$ cat config.mk
export PLATFORM = sky130hd
export DESIGN_NAME = thermostat_setpoint_and_heater_control
export DESIGN_NICKNAME = d
export VERILOG_FILES = /design/src/rtl/thermo_pkg.sv /design/src/rtl/thermostat_setpoint_and_heater_control.sv
export SDC_FILE = /design/constraint.sdc
export NUM_CORES = 1
export LEC_CHECK = 0
export BUFFER_PORTS_ARGS = -buffer_cell sky130_fd_sc_hd__buf_2
export CAP_MARGIN = 30
export CORE_ASPECT_RATIO = 1.25
export CORE_MARGIN = 8
export CORE_UTILIZATION = 50
export DETAILED_ROUTE_END_ITERATION = 16
export PLACE_DENSITY = 0.79
export SETUP_SLACK_MARGIN = 0.2
export SYNTH_ARGS = -nofsm -noshare
export SYNTH_HDL_FRONTEND = slang
export SYNTH_SLANG_ARGS = --single-unit
$ cat constraint.sdc
create_clock -name clk -period 14.5 [get_ports clk]
set_input_delay 3.625 -clock clk [delete_from_list [all_inputs] [get_ports clk]]
set_output_delay 3.625 -clock clk [all_outputs]
set_load 0.02 [all_outputs]
$ cat src/rtl/thermo_pkg.sv
// Package for the thermostat setpoint and heater control block.
// Holds the tick item type, register indexes and reset constants.
// No dependencies.
package thermo_pkg;

    // Configuration register indexes
    localparam int unsigned CFG_INDEX_W = 2;
    localparam logic [CFG_INDEX_W-1:0] CFG_SENSITIVITY  = 2'd0;
    localparam logic [CFG_INDEX_W-1:0] CFG_SETPOINT_MIN = 2'd1;
    localparam logic [CFG_INDEX_W-1:0] CFG_SETPOINT_MAX = 2'd2;

    // Reset values
    localparam logic [7:0] SENSITIVITY_RST  = 8'd10;
    localparam logic [7:0] SETPOINT_MIN_RST = 8'd8;
    localparam logic [7:0] SETPOINT_MAX_RST = 8'd66;
    localparam logic [7:0] SETPOINT_RST     = 8'd40;   // 20.0 degrees

    // One control tick
    typedef struct packed {
        logic               down_press;
        logic               up_press;
        logic               sensor_valid;
        logic signed [15:0] sensor_reading;
    } tick_t;

endpackage

$ cat src/rtl/thermostat_setpoint_and_heater_control.sv
// Bang-bang thermostat with button-driven setpoint and remote lock flag.
// Each tick passes through the input register, then the state and result
// register. Throughput: one tick per cycle while the result side does not
// stall. Reset clears all control state, loads the default setpoint (20.0
// degrees) and the default config registers.
// Depends on thermo_pkg.
module thermostat_setpoint_and_heater_control (
    input  logic                                clk,
    input  logic                                rst_n,
    // configuration write channel
    input  logic                                cfg_valid,
    output logic                                cfg_ready,
    input  logic [thermo_pkg::CFG_INDEX_W-1:0]  cfg_index,
    input  logic [7:0]                          cfg_data,
    // tick input channel
    input  logic                                in_valid,
    output logic                                in_ready,
    input  logic                                down_press,
    input  logic                                up_press,
    input  logic                                sensor_valid,
    input  logic signed [15:0]                  sensor_reading,
    // result channel
    output logic                                out_valid,
    input  logic                                out_ready,
    output logic                                heater,
    output logic                                report,
    output logic [7:0]                          setpoint,
    output logic signed [15:0]                  ambient,
    output logic                                remote_lock
);
    import thermo_pkg::*;

    // Configuration registers
    logic [7:0] sensitivity_reg;
    logic [7:0] setpoint_min_reg;
    logic [7:0] setpoint_max_reg;

    // Input stage
    tick_t      item_reg;
    logic       item_valid_reg;

    // State, doubling as the result register
    logic [7:0]         setpoint_reg, setpoint_next;
    logic signed [15:0] ambient_reg, ambient_next;
    logic               heater_reg, heater_next;
    logic               lock_reg, lock_next;
    logic               first_seen_reg, first_seen_next;
    logic               report_reg, report_next;
    logic               out_valid_reg;

    logic               advance;

    // Scratch signals for the tick logic
    logic signed [9:0]  step_sum;
    logic signed [16:0] diff;
    logic [16:0]        diff_mag;
    logic signed [16:0] target;
    logic               sp_changed;
    logic               rd_taken;
    logic               heater_changed;

    assign cfg_ready = 1'b1;
    assign advance   = item_valid_reg && (!out_valid_reg || out_ready);
    assign in_ready  = !item_valid_reg || advance;

    // Configuration writes; index 3 is ignored
    always_ff @(posedge clk or negedge rst_n)
    begin
        if (!rst_n)
        begin
            sensitivity_reg  <= SENSITIVITY_RST;
            setpoint_min_reg <= SETPOINT_MIN_RST;
            setpoint_max_reg <= SETPOINT_MAX_RST;
        end
        else if (cfg_valid && cfg_ready)
        begin
            unique case (cfg_index)
                CFG_SENSITIVITY:  sensitivity_reg  <= cfg_data;
                CFG_SETPOINT_MIN: setpoint_min_reg <= cfg_data;
                CFG_SETPOINT_MAX: setpoint_max_reg <= cfg_data;
                default: ;
            endcase
        end
    end

    // Input register
    always_ff @(posedge clk or negedge rst_n)
    begin
        if (!rst_n)
        begin
            item_valid_reg <= 1'b0;
        end
        else if (in_ready)
        begin
            item_valid_reg <= in_valid;
        end
    end

    always_ff @(posedge clk)
    begin
        if (in_valid && in_ready)
        begin
            item_reg.down_press     <= down_press;
            item_reg.up_press       <= up_press;
            item_reg.sensor_valid   <= sensor_valid;
            item_reg.sensor_reading <= sensor_reading;
        end
    end

    // Tick logic: buttons, reading filter, heater hysteresis-free compare
    always_comb
    begin
        setpoint_next   = setpoint_reg;
        lock_next       = lock_reg;
        ambient_next    = ambient_reg;
        first_seen_next = first_seen_reg;
        heater_next     = heater_reg;
        sp_changed      = 1'b0;
        rd_taken        = 1'b0;
        heater_changed  = 1'b0;

        // setpoint step, min clamp wins over max clamp
        step_sum = $signed({2'b00, setpoint_reg})
                 + (item_reg.down_press ? 10'sd1 * -10'sd1 : 10'sd1);
        if (item_reg.down_press && item_reg.up_press)
        begin
            lock_next = !lock_reg;
        end
        else if (item_reg.down_press || item_reg.up_press)
        begin
            if (step_sum < $signed({2'b00, setpoint_min_reg}))
            begin
                setpoint_next = setpoint_min_reg;
            end
            else if (step_sum > $signed({2'b00, setpoint_max_reg}))
            begin
                setpoint_next = setpoint_max_reg;
            end
            else
            begin
                setpoint_next = step_sum[7:0];
            end
            sp_changed = (setpoint_next != setpoint_reg);
        end

        // reading accepted only when it moved by more than the sensitivity
        diff     = {ambient_reg[15], ambient_reg}
                 - {item_reg.sensor_reading[15], item_reg.sensor_reading};
        diff_mag = diff[16] ? 17'(-diff) : 17'(diff);
        if (item_reg.sensor_valid && (diff_mag > {9'd0, sensitivity_reg}))
        begin
            ambient_next    = item_reg.sensor_reading;
            first_seen_next = 1'b1;
            rd_taken        = 1'b1;
        end

        // heater: on below setpoint*64, off above, hold when equal
        target = $signed({3'b000, setpoint_next, 6'd0});
        if ($signed({ambient_next[15], ambient_next}) < target)
        begin
            heater_next = 1'b1;
        end
        else if ($signed({ambient_next[15], ambient_next}) > target)
        begin
            heater_next = 1'b0;
        end
        heater_changed = (heater_next != heater_reg);

        report_next = first_seen_next
                   && ((item_reg.down_press && item_reg.up_press)
                       || sp_changed || rd_taken || heater_changed);
    end

    // State and result registers
    always_ff @(posedge clk or negedge rst_n)
    begin
        if (!rst_n)
        begin
            setpoint_reg   <= SETPOINT_RST;
            ambient_reg    <= '0;
            heater_reg     <= 1'b0;
            lock_reg       <= 1'b0;
            first_seen_reg <= 1'b0;
            report_reg     <= 1'b0;
            out_valid_reg  <= 1'b0;
        end
        else
        begin
            if (advance)
            begin
                setpoint_reg   <= setpoint_next;
                ambient_reg    <= ambient_next;
                heater_reg     <= heater_next;
                lock_reg       <= lock_next;
                first_seen_reg <= first_seen_next;
                report_reg     <= report_next;
                out_valid_reg  <= 1'b1;
            end
            else if (out_ready)
            begin
                out_valid_reg  <= 1'b0;
            end
        end
    end

    assign out_valid   = out_valid_reg;
    assign heater      = heater_reg;
    assign report      = report_reg;
    assign setpoint    = setpoint_reg;
    assign ambient     = ambient_reg;
    assign remote_lock = lock_reg;

`ifndef ASSERT_OFF
    // a report is only sent after a first reading
    a_report_first: assert property (@(posedge clk) disable iff (!rst_n)
        out_valid_reg && report_reg |-> first_seen_reg)
        else $error("report without first reading");

    // a held item is never dropped while the result side stalls
    a_item_kept: assert property (@(posedge clk) disable iff (!rst_n)
        item_valid_reg && !advance |=> item_valid_reg)
        else $error("input item lost");

    // state does not move while a result waits
    a_state_hold: assert property (@(posedge clk) disable iff (!rst_n)
        out_valid_reg && !out_ready |=> $stable(setpoint_reg) && $stable(ambient_reg)
                                        && $stable(heater_reg) && $stable(lock_reg))
        else $error("state changed under a stalled result");

    // heater on whenever the accepted reading is below the setpoint
    a_heater_low: assert property (@(posedge clk) disable iff (!rst_n)
        out_valid_reg && ($signed({ambient_reg[15], ambient_reg})
                          < $signed({3'b000, setpoint_reg, 6'd0})) |-> heater_reg)
        else $error("heater off below setpoint");
`endif

endmodule

==> results of run 1 <==
## layout make-up
| cell class | count | area [µm²] |
|---|---|---|
| inverter | 54 | 202.7 |
| clock buffer | 12 | 289.0 |
| clock inverter | 4 | 53.80 |
| fill | 999 | 4853 |
| multi-input combinational | 504 | 3745 |
| tap | 161 | 201.4 |
| timing repair buffer | 66 | 340.3 |
| sequential | 73 | 1931 |
## per-layer routing
metal	vias to the layer above	share of wire (%)	track usage [%]
met3	51	4.8	4.706
met5	-	0	0
li1	2509	-	-
met1	2483	41	22.82
met4	0	4.4	11.88
met2	137	50	35.81
## logic make-up (layout without fill, tap and decap cells)
group                    Yosys count  in the layout  synth area share (%)
AO/OA/AOI/OAI                    189            189                 22.43
buffers and inverters             72            136                 4.746
other                              1              1               0.06294
XOR/XNOR                          35             35                 5.271
flip-flops                        73             73                 32.40
adder cells (fa/ha/maj)           58             58                 12.43
multiplexers                      38             38                 7.476
AND/OR/NAND/NOR                  183            183                 15.18
## worst max-delay path: stages
cell and delay [ps]:
buf_2 100, nand3b_1 180, buf_2 180
## cells in the final DEF (no fill, tap or decap), types with 5 or more instances in the layout
cell and n:
o22ai_1 5, a221o_1 5, a21o_1 11, buf_2 62, o21a_1 9, ha_1 56, inv_1 54, nand3_1 15
mux2_2 28, xnor2_1 23, edfxtp_1 19, dfrtp_1 47, o21ai_0 41, o31ai_1 7, nand2b_1 12, dfstp_2 7
a31oi_1 6, and2_1 6, a211oi_1 14, nor3_1 7, clkbuf_16 11, mux2_4 6, nor2_1 40, nor2b_1 9
nand2_1 56, nand4_1 11, xor2_1 11, a21oi_1 39, nor4_1 7
## power groups by stage
stage          clock network (W)  logic, W  registers, W
2_1_floorplan                  0  0.000633      0.000329
3_3_place_gp                   0  0.000829      0.000325
3_5_place_dp                   0  0.000858      0.000326
4_1_cts                 0.000251  0.000864      0.000323
5_1_grt                 0.000261  0.000973      0.000330
6_report                0.000248  0.000865      0.000323
## stage by stage
stage	power, W	std cells
after floorplan	0.0009619	649
after global placement	0.001154	857
after detailed placement	0.001184	858
after CTS	0.001437	874
after global routing	0.001564	874
final	0.001436	874
## worst min path at each step
stage               slack, ps  cells after the start                         end
CTS                       470                      1     remote_lock$_DFFE_PN0P_
global placement          460                      1     remote_lock$_DFFE_PN0P_
floorplan                 450                      1  first_seen_reg$_DFFE_PN0P_
finish                    460                      1     remote_lock$_DFFE_PN0P_
detailed placement        460                      1     remote_lock$_DFFE_PN0P_
global route              480                      1     remote_lock$_DFFE_PN0P_
==> flow_summary.ini, run 1 <==
[cts]
numCtsBuffers = 9
cts_tree = built
post_cts_resized = 0
cts_htree_levels = 3
path_clk_slew_ps = 60
cts_buffer_depth = 2
clock_latency_ps = 340
clock-sinks = 73
ctsRootBufferMaster = clkbuf_16
post_cts.repair.setup_buffers = 0
postCtsHoldBufs = 0

[power]
internal-power_w = 0.0007671
ir_worst_vdd_mv = 0.08201
sw_frac_of_total_pct = 46.59
cellPowerDensity_nw_per_um2 = 212.4
p_leak_nw = 2.970
clkPwrFrac_pct = 17.2
power_frac_seq_pct = 22.5
pwr-share-comb_pct = 60.2
power_switching_w = 0.0006690

[floorplan]
io_pins = 64
die_w_um = 113.6
dieHeight_um = 138.0
die-area_um2 = 15690
start_util_pct = 51.29
core_area_um2 = 11620
rows = 44

[critical_path]
r2r_cells = 30
cp.required_ps = 10880
worstSetupPathType = in -> out
cp.arrival_ps = 4080
endpoint = in_ready
rrSetupSlack_ps = 7000
worstPathMaxFanout = 3
setup.worst_path.start = out_ready
end_kind = output port
r2r-start = ambient[8]$_DFFE_PN0P_
timing.rr.end = report$_DFFE_PN0P_
setup.worst_path.start_class = input pin

[synthesis]
avgSynthCellArea_um2 = 9.181
synth-edff-count = 19
ys_types = 78
synth_top_area_cell = dfrtp_1
seq_area_frac_synth_pct = 32.40
synth_nets = 741
synthCells = 649
synth_top_flop_cell = dfrtp_1
yosysWarnings = 0
synth.top_cells.by_count = ha_1, nand2_1, inv_1
ys_ff_latch = 73
synth.top_cell.area_share_pct = 19.74
ys_top_cells_by_area = dfrtp_1, ha_1, edfxtp_1
syn_area_um2 = 5958
synthArstFlopShare_pct = 73.97

[run_status]
status = finished clean

[placement]
placed_cell_area_um2 = 6420
dp_slack_ps = 6798
hpwlAfterDp_um = 12590
gp_congestion = 0.8937
portBuffers = 62

[sta]
tns_ps = 0
fin_skew_ps = 8.021
slew_headroom_pct = 37.96
hold_ws_ps = 459.4
setup_viol = 0
fin_crit_ps = 7709
rsz0062_at_grt = no
setup_ws_ps = 6791
fmax_mhz = 129.7
period_share_pct = 53.16
hold_viol_final = 0
slew_violations = 0
tightest_slew_ps = 930.6

[finish]
area_growth_pct = 13.50
drive_above_1_share_pct = 19.64
n_antenna_cell = 0
stdcell_area_um2 = 6763
fin_util_pct = 58.22
largest_reg_flops = 19
final_nets = 800

[routing]
vias = 5180
post_drt_wl_per_cell_um = 18.03
vias_per_cell = 5.927
ant_nets = 0
drc = 0
drtIter0Drc = 334
wirelength_um = 15760
dr.pass1.iters = 7

[global_route]
antenna_found_initial = 0
grt_use_total_pct = 20.78
overflow = 0
grt_pass1_wl_um = 26300
grt_start_max_net_pins = 55
grt_pass1_vias = 5257

[min_path]
min_from = remote_lock$_DFFE_PN0P_
hold_class = reg -> reg

[flow_run]
maxCapViolCount = 0
No activity file was read; power rests on OpenSTA's default activity.
==> run 2: changes to the inputs <==
PLACE_DENSITY = 0.81   (was 0.79)
clock period = 6.5 ns   (was 14.5 ns; I/O delays follow)
==> flow_summary.ini, run 2 (synthesized netlist as in run 1, its figures left out) <==
[cts]
ctsRootBufferMaster = clkbuf_16
clock-sinks = 73
clock_latency_ps = 340
cts_buffer_depth = 2
path_clk_slew_ps = 60
numCtsBuffers = 9
cts_htree_levels = 3
postCtsHoldBufs = 0
cts_tree = built

[routing]
drtIter0Drc = 355
ant_nets = 0
vias = 5461
vias_per_cell = 6.081
drc = 0
post_drt_wl_per_cell_um = 19.10
wirelength_um = 17150
dr.pass1.iters = 5

[placement]
portBuffers = 62
gp_congestion = 0.9695
placed_cell_area_um2 = 6518
dp_slack_ps = 206.5
hpwlAfterDp_um = 13460

[global_route]
grt_pass1_vias = 5539
grt_start_max_net_pins = 55
antenna_found_initial = 0
grt_use_total_pct = 21.70
overflow = 0
grt_pass1_wl_um = 27520

[floorplan]
io_pins = 64
die-area_um2 = 15690
rows = 44
core_area_um2 = 11620
die_w_um = 113.6
start_util_pct = 51.29
dieHeight_um = 138.0

[critical_path]
cp.arrival_ps = 6320
endpoint = heater$_DFFE_PN0P_
rrSetupSlack_ps = 400
worstSetupPathType = reg -> reg
end_kind = flip-flop
crit_slowest_cell = o41ai_4
r2r-start = ambient[0]$_DFFE_PN0P_
setup.worst_path.start_class = flip-flop
worstPathMaxFanout = 12
timing.rr.end = heater$_DFFE_PN0P_
setup.worst_path.start = ambient[0]$_DFFE_PN0P_
critical_path.max_stage_delay_ps = 470
r2r_cells = 32
cp.required_ps = 6710

[sta]
slew_headroom_pct = 39.75
period_share_pct = 93.91
rsz0062_at_grt = yes
fin_crit_ps = 6104
tns_ps = 0
slew_violations = 0
fin_skew_ps = 12.47
hold_viol_final = 0
setup_viol = 0
setup_ws_ps = 396.0
tightest_slew_ps = 903.8
fmax_mhz = 163.8

[power]
ir_worst_vdd_mv = 0.2394
p_leak_nw = 3.108
cellPowerDensity_nw_per_um2 = 482.7

[finish]
n_antenna_cell = 0
layout_common_cells = buf_2, nand2_1, inv_1
stdcell_area_um2 = 7063
area_growth_pct = 18.54
fin_util_pct = 60.80
mostFrequentLayoutCell = buf_2
largest_reg_flops = 19
fill_cells = 1017
final_nets = 824
drive_above_1_share_pct = 24.02

[flow_run]
maxCapViolCount = 0

[run_status]
status = finished clean

[min_path]
hold_class = reg -> reg
run 2: critical path: cells and delay by family, from the launching register on:
kind,cells,cell delay [ps]
buffers and inverters,2,250
flip-flops,1,380
adder cells (fa/ha/maj),4,1200
AND/OR/NAND/NOR,5,580
AO/OA/AOI/OAI,21,3530
run 2: layout make-up:
class	count	area [µm²]	share of cell area [%]
sequential	73	1931	27.33
inverter	54	202.7	2.870
timing repair buffer	90	524.3	7.423
tap	161	201.4	2.852
clock inverter	3	47.55	0.6732
multi-input combinational	504	3842	54.40
clock buffer	13	314.1	4.446
run 2: metal layers:
| metal | vias to the layer above | share of wire [%] | global-route usage, % |
|---|---|---|---|
| li1 | 2553 | - | - |
| met1 | 2642 | 39 | 23.71 |
| met2 | 213 | 51 | 38.09 |
| met3 | 53 | 6.2 | 4.139 |
| met4 | 0 | 4.7 | 12.38 |
| met5 | - | 0 | 0 |
run 2: worst min path at each step:
stage | from | to | slack, ps | cells after the start
final | remote_lock$_DFFE_PN0P_ | remote_lock$_DFFE_PN0P_ | 470 | 1
after global routing | remote_lock$_DFFE_PN0P_ | remote_lock$_DFFE_PN0P_ | 500 | 1
after CTS | remote_lock$_DFFE_PN0P_ | remote_lock$_DFFE_PN0P_ | 470 | 1
after detailed placement | remote_lock$_DFFE_PN0P_ | remote_lock$_DFFE_PN0P_ | 460 | 1
after global placement | remote_lock$_DFFE_PN0P_ | remote_lock$_DFFE_PN0P_ | 450 | 1
after floorplan | first_seen_reg$_DFFE_PN0P_ | first_seen_reg$_DFFE_PN0P_ | 450 | 1
run 2: stage by stage:
| step | std cells | hold WS (ps) | power, W |
|---|---|---|---|
| floorplan | 649 | 449.2 | 0.002146 |
| global placement | 871 | 454.9 | 0.002654 |
| detailed placement | 871 | 459.6 | 0.002737 |
| CTS | 887 | 473.5 | 0.003335 |
| global route | 898 | 503.0 | 0.003665 |
| finish | 898 | 473.5 | 0.003409 |
run 2: power breakdown:
group	total (W)	leakage (nW)	internal, W	switching, W
Combinational	0.00212	2.12	0.000877	0.00125
Sequential	0.000709	0.811	0.000574	0.000136
Clock	0.000576	0.178	0.000380	0.000196
run 2: timing repair:
item,CTS,global route
pin swaps,1,10
endpoints found under the setup margin,1,2
buffers inserted,0,11
gates resized for setup,2,20
==> run 3: changes to the inputs <==
CELL_PAD_IN_SITES_DETAIL_PLACEMENT = 1   (was default)
CELL_PAD_IN_SITES_GLOBAL_PLACEMENT = 1   (was default)
CORE_UTILIZATION = 30   (was 50)
PLACE_DENSITY = 0.68   (was 0.81)
==> flow_summary.ini, run 3 (synthesized netlist as in run 1, its figures left out) <==
[critical_path]
critical_path.max_stage_delay_ps = 440
setup.worst_path.start_class = flip-flop
worstPathMaxFanout = 6
cp.arrival_ps = 6110
crit_slowest_cell = edfxtp_1
rrSetupSlack_ps = 620
end_kind = flip-flop
r2r-start = item_reg[0]$_DFFE_PP_
cp.required_ps = 6730
r2r_cells = 32
crit_top_cell = o21ai_0
worstSetupPathType = reg -> reg
timing.rr.end = heater$_DFFE_PN0P_

[cts]
cts_tree = built
cts_buffer_depth = 2
ctsRootBufferMaster = clkbuf_16
cts_htree_levels = 3
clock_latency_ps = 340
path_clk_slew_ps = 60
clock-sinks = 73
numCtsBuffers = 9
postCtsHoldBufs = 0

[floorplan]
dieHeight_um = 173.6
io_pins = 64
rows = 57
core_area_um2 = 19470
start_util_pct = 30.60
die_w_um = 142.1
die-area_um2 = 24650

[routing]
dr.pass1.iters = 6
vias = 5239
ant_nets = 0
post_drt_wl_per_cell_um = 18.66
vias_per_cell = 5.218
drc = 0
wirelength_um = 18730
drtIter0Drc = 240

[power]
pwr-share-comb_pct = 64.0
p_leak_nw = 3.081
power_frac_seq_pct = 21.3
clkPwrFrac_pct = 14.7
sw_frac_of_total_pct = 47.80
ir_worst_vdd_mv = 0.1745
fin_total_pwr_w = 0.003307
power_switching_w = 0.001581
internal-power_w = 0.001726
cellPowerDensity_nw_per_um2 = 466.3

[sta]
setup_ws_ps = 616.5
setup_viol = 0
fin_skew_ps = 8.080
period_share_pct = 90.52
fmax_mhz = 170.0
fin_crit_ps = 5884
tightest_slew_ps = 939.4
hold_viol_final = 0
slew_headroom_pct = 36.38
hold_ws_ps = 465.6
rsz0062_at_grt = no
slew_violations = 0

[finish]
fill_cells = 2257
layout_common_cells = buf_2, nand2_1, inv_1, ha_1, dfrtp_1
stdcell_count = 1004
n_antenna_cell = 0
largest_reg_flops = 19
final_nets = 826
stdcell_area_um2 = 7092
mostFrequentLayoutCell = buf_2
multi_input_area_um2 = 3797
drive_above_1_share_pct = 23.55
seqCellArea_um2 = 1931
area_growth_pct = 19.03

[placement]
portBuffers = 62
hpwlAfterDp_um = 14960
place_inst = 981
placed_cell_area_um2 = 6700
gp_congestion = 0.8422
dp_slack_ps = -45.96

[global_route]
grt_pass1_wl_um = 30410
grt_use_total_pct = 15.71
antenna_found_initial = 0
overflow = 0
grt_start_max_net_pins = 55
grt_pass1_vias = 5796

[min_path]
hold_depth = 1
min_from = remote_lock$_DFFE_PN0P_
hold_class = reg -> reg
holdPathEnd = remote_lock$_DFFE_PN0P_

[run_status]
status = finished clean

[flow_run]
maxCapViolCount = 0
-- run 3: cell count changes in the layout (fill, tap and decap cells not counted), moves of 2 or more --
cell / before / now
a21oi_4: 3 / 1
o21ai_0: 38 / 40
o21ai_1: 6 / 4
clkbuf_16: 12 / 10
clkbuf_1: 0 / 2
clkinv_2: 0 / 2
-- run 3: worst max-delay path by stage --
stage | cells past startpoint | endpoint | slack [ps] | startpoint
after global routing | 34 | report$_DFFE_PN0P_ | 180 | item_reg[8]$_DFFE_PP_
after CTS | 33 | report$_DFFE_PN0P_ | 200 | item_reg[0]$_DFFE_PP_
final | 32 | heater$_DFFE_PN0P_ | 620 | item_reg[0]$_DFFE_PP_
after detailed placement | 31 | report$_DFFE_PN0P_ | -50 | ambient[8]$_DFFE_PN0P_
after floorplan | 32 | report$_DFFE_PN0P_ | 250 | ambient[8]$_DFFE_PN0P_
after global placement | 30 | report$_DFFE_PN0P_ | 280 | ambient[8]$_DFFE_PN0P_
-- run 3: power by group through the flow --
stage               Sequential [W]  Clock (W)  Combinational [W]
detailed placement        0.000716          0            0.00208
CTS                       0.000708   0.000499            0.00210
global route              0.000720   0.000513            0.00236
finish                    0.000706   0.000485            0.00212
floorplan                 0.000734          0            0.00141
global placement          0.000713          0            0.00205
-- run 3: final cells by class --
type / instances / area share [%]
multi-input combinational: 504 / 53.55
tap: 265 / 4.675
sequential: 73 / 27.22
clock buffer: 12 / 3.634
timing repair buffer: 92 / 7.710
inverter: 54 / 2.858
clock inverter: 4 / 0.3529
-- run 3: metal layers --
| metal | wire length, µm | global-route usage [%] | vias to the layer above |
|---|---|---|---|
| met3 | 506 | 2.342 | 33 |
| met4 | 525 | 6.505 | 0 |
| met2 | 9626 | 28.12 | 89 |
| li1 | - | - | 2561 |
| met1 | 8073 | 18.10 | 2556 |
| met5 | 0 | 0 | - |
-- run 3: stage by stage --
step	util (%)	TNS [ps]
2_1_floorplan	-	0
3_3_place_gp	34.34	0
3_5_place_dp	34.41	-45.96
4_1_cts	36.05	0
5_1_grt	36.42	0
6_report	36.42	0
-- run 3: repair_timing --
item,in CTS,in global routing
endpoints found under the setup margin,2,2
resized for setup,1,12
pin swaps,2,8
setup buffers,4,3
-- run 3: worst max-delay path, delay by kind of cell, from the launching register on --
family / cells / cell delay (ps)
adder cells (fa/ha/maj): 4 / 1200
AO/OA/AOI/OAI: 21 / 3280
buffers and inverters: 2 / 300
flip-flops: 1 / 440
AND/OR/NAND/NOR: 5 / 550
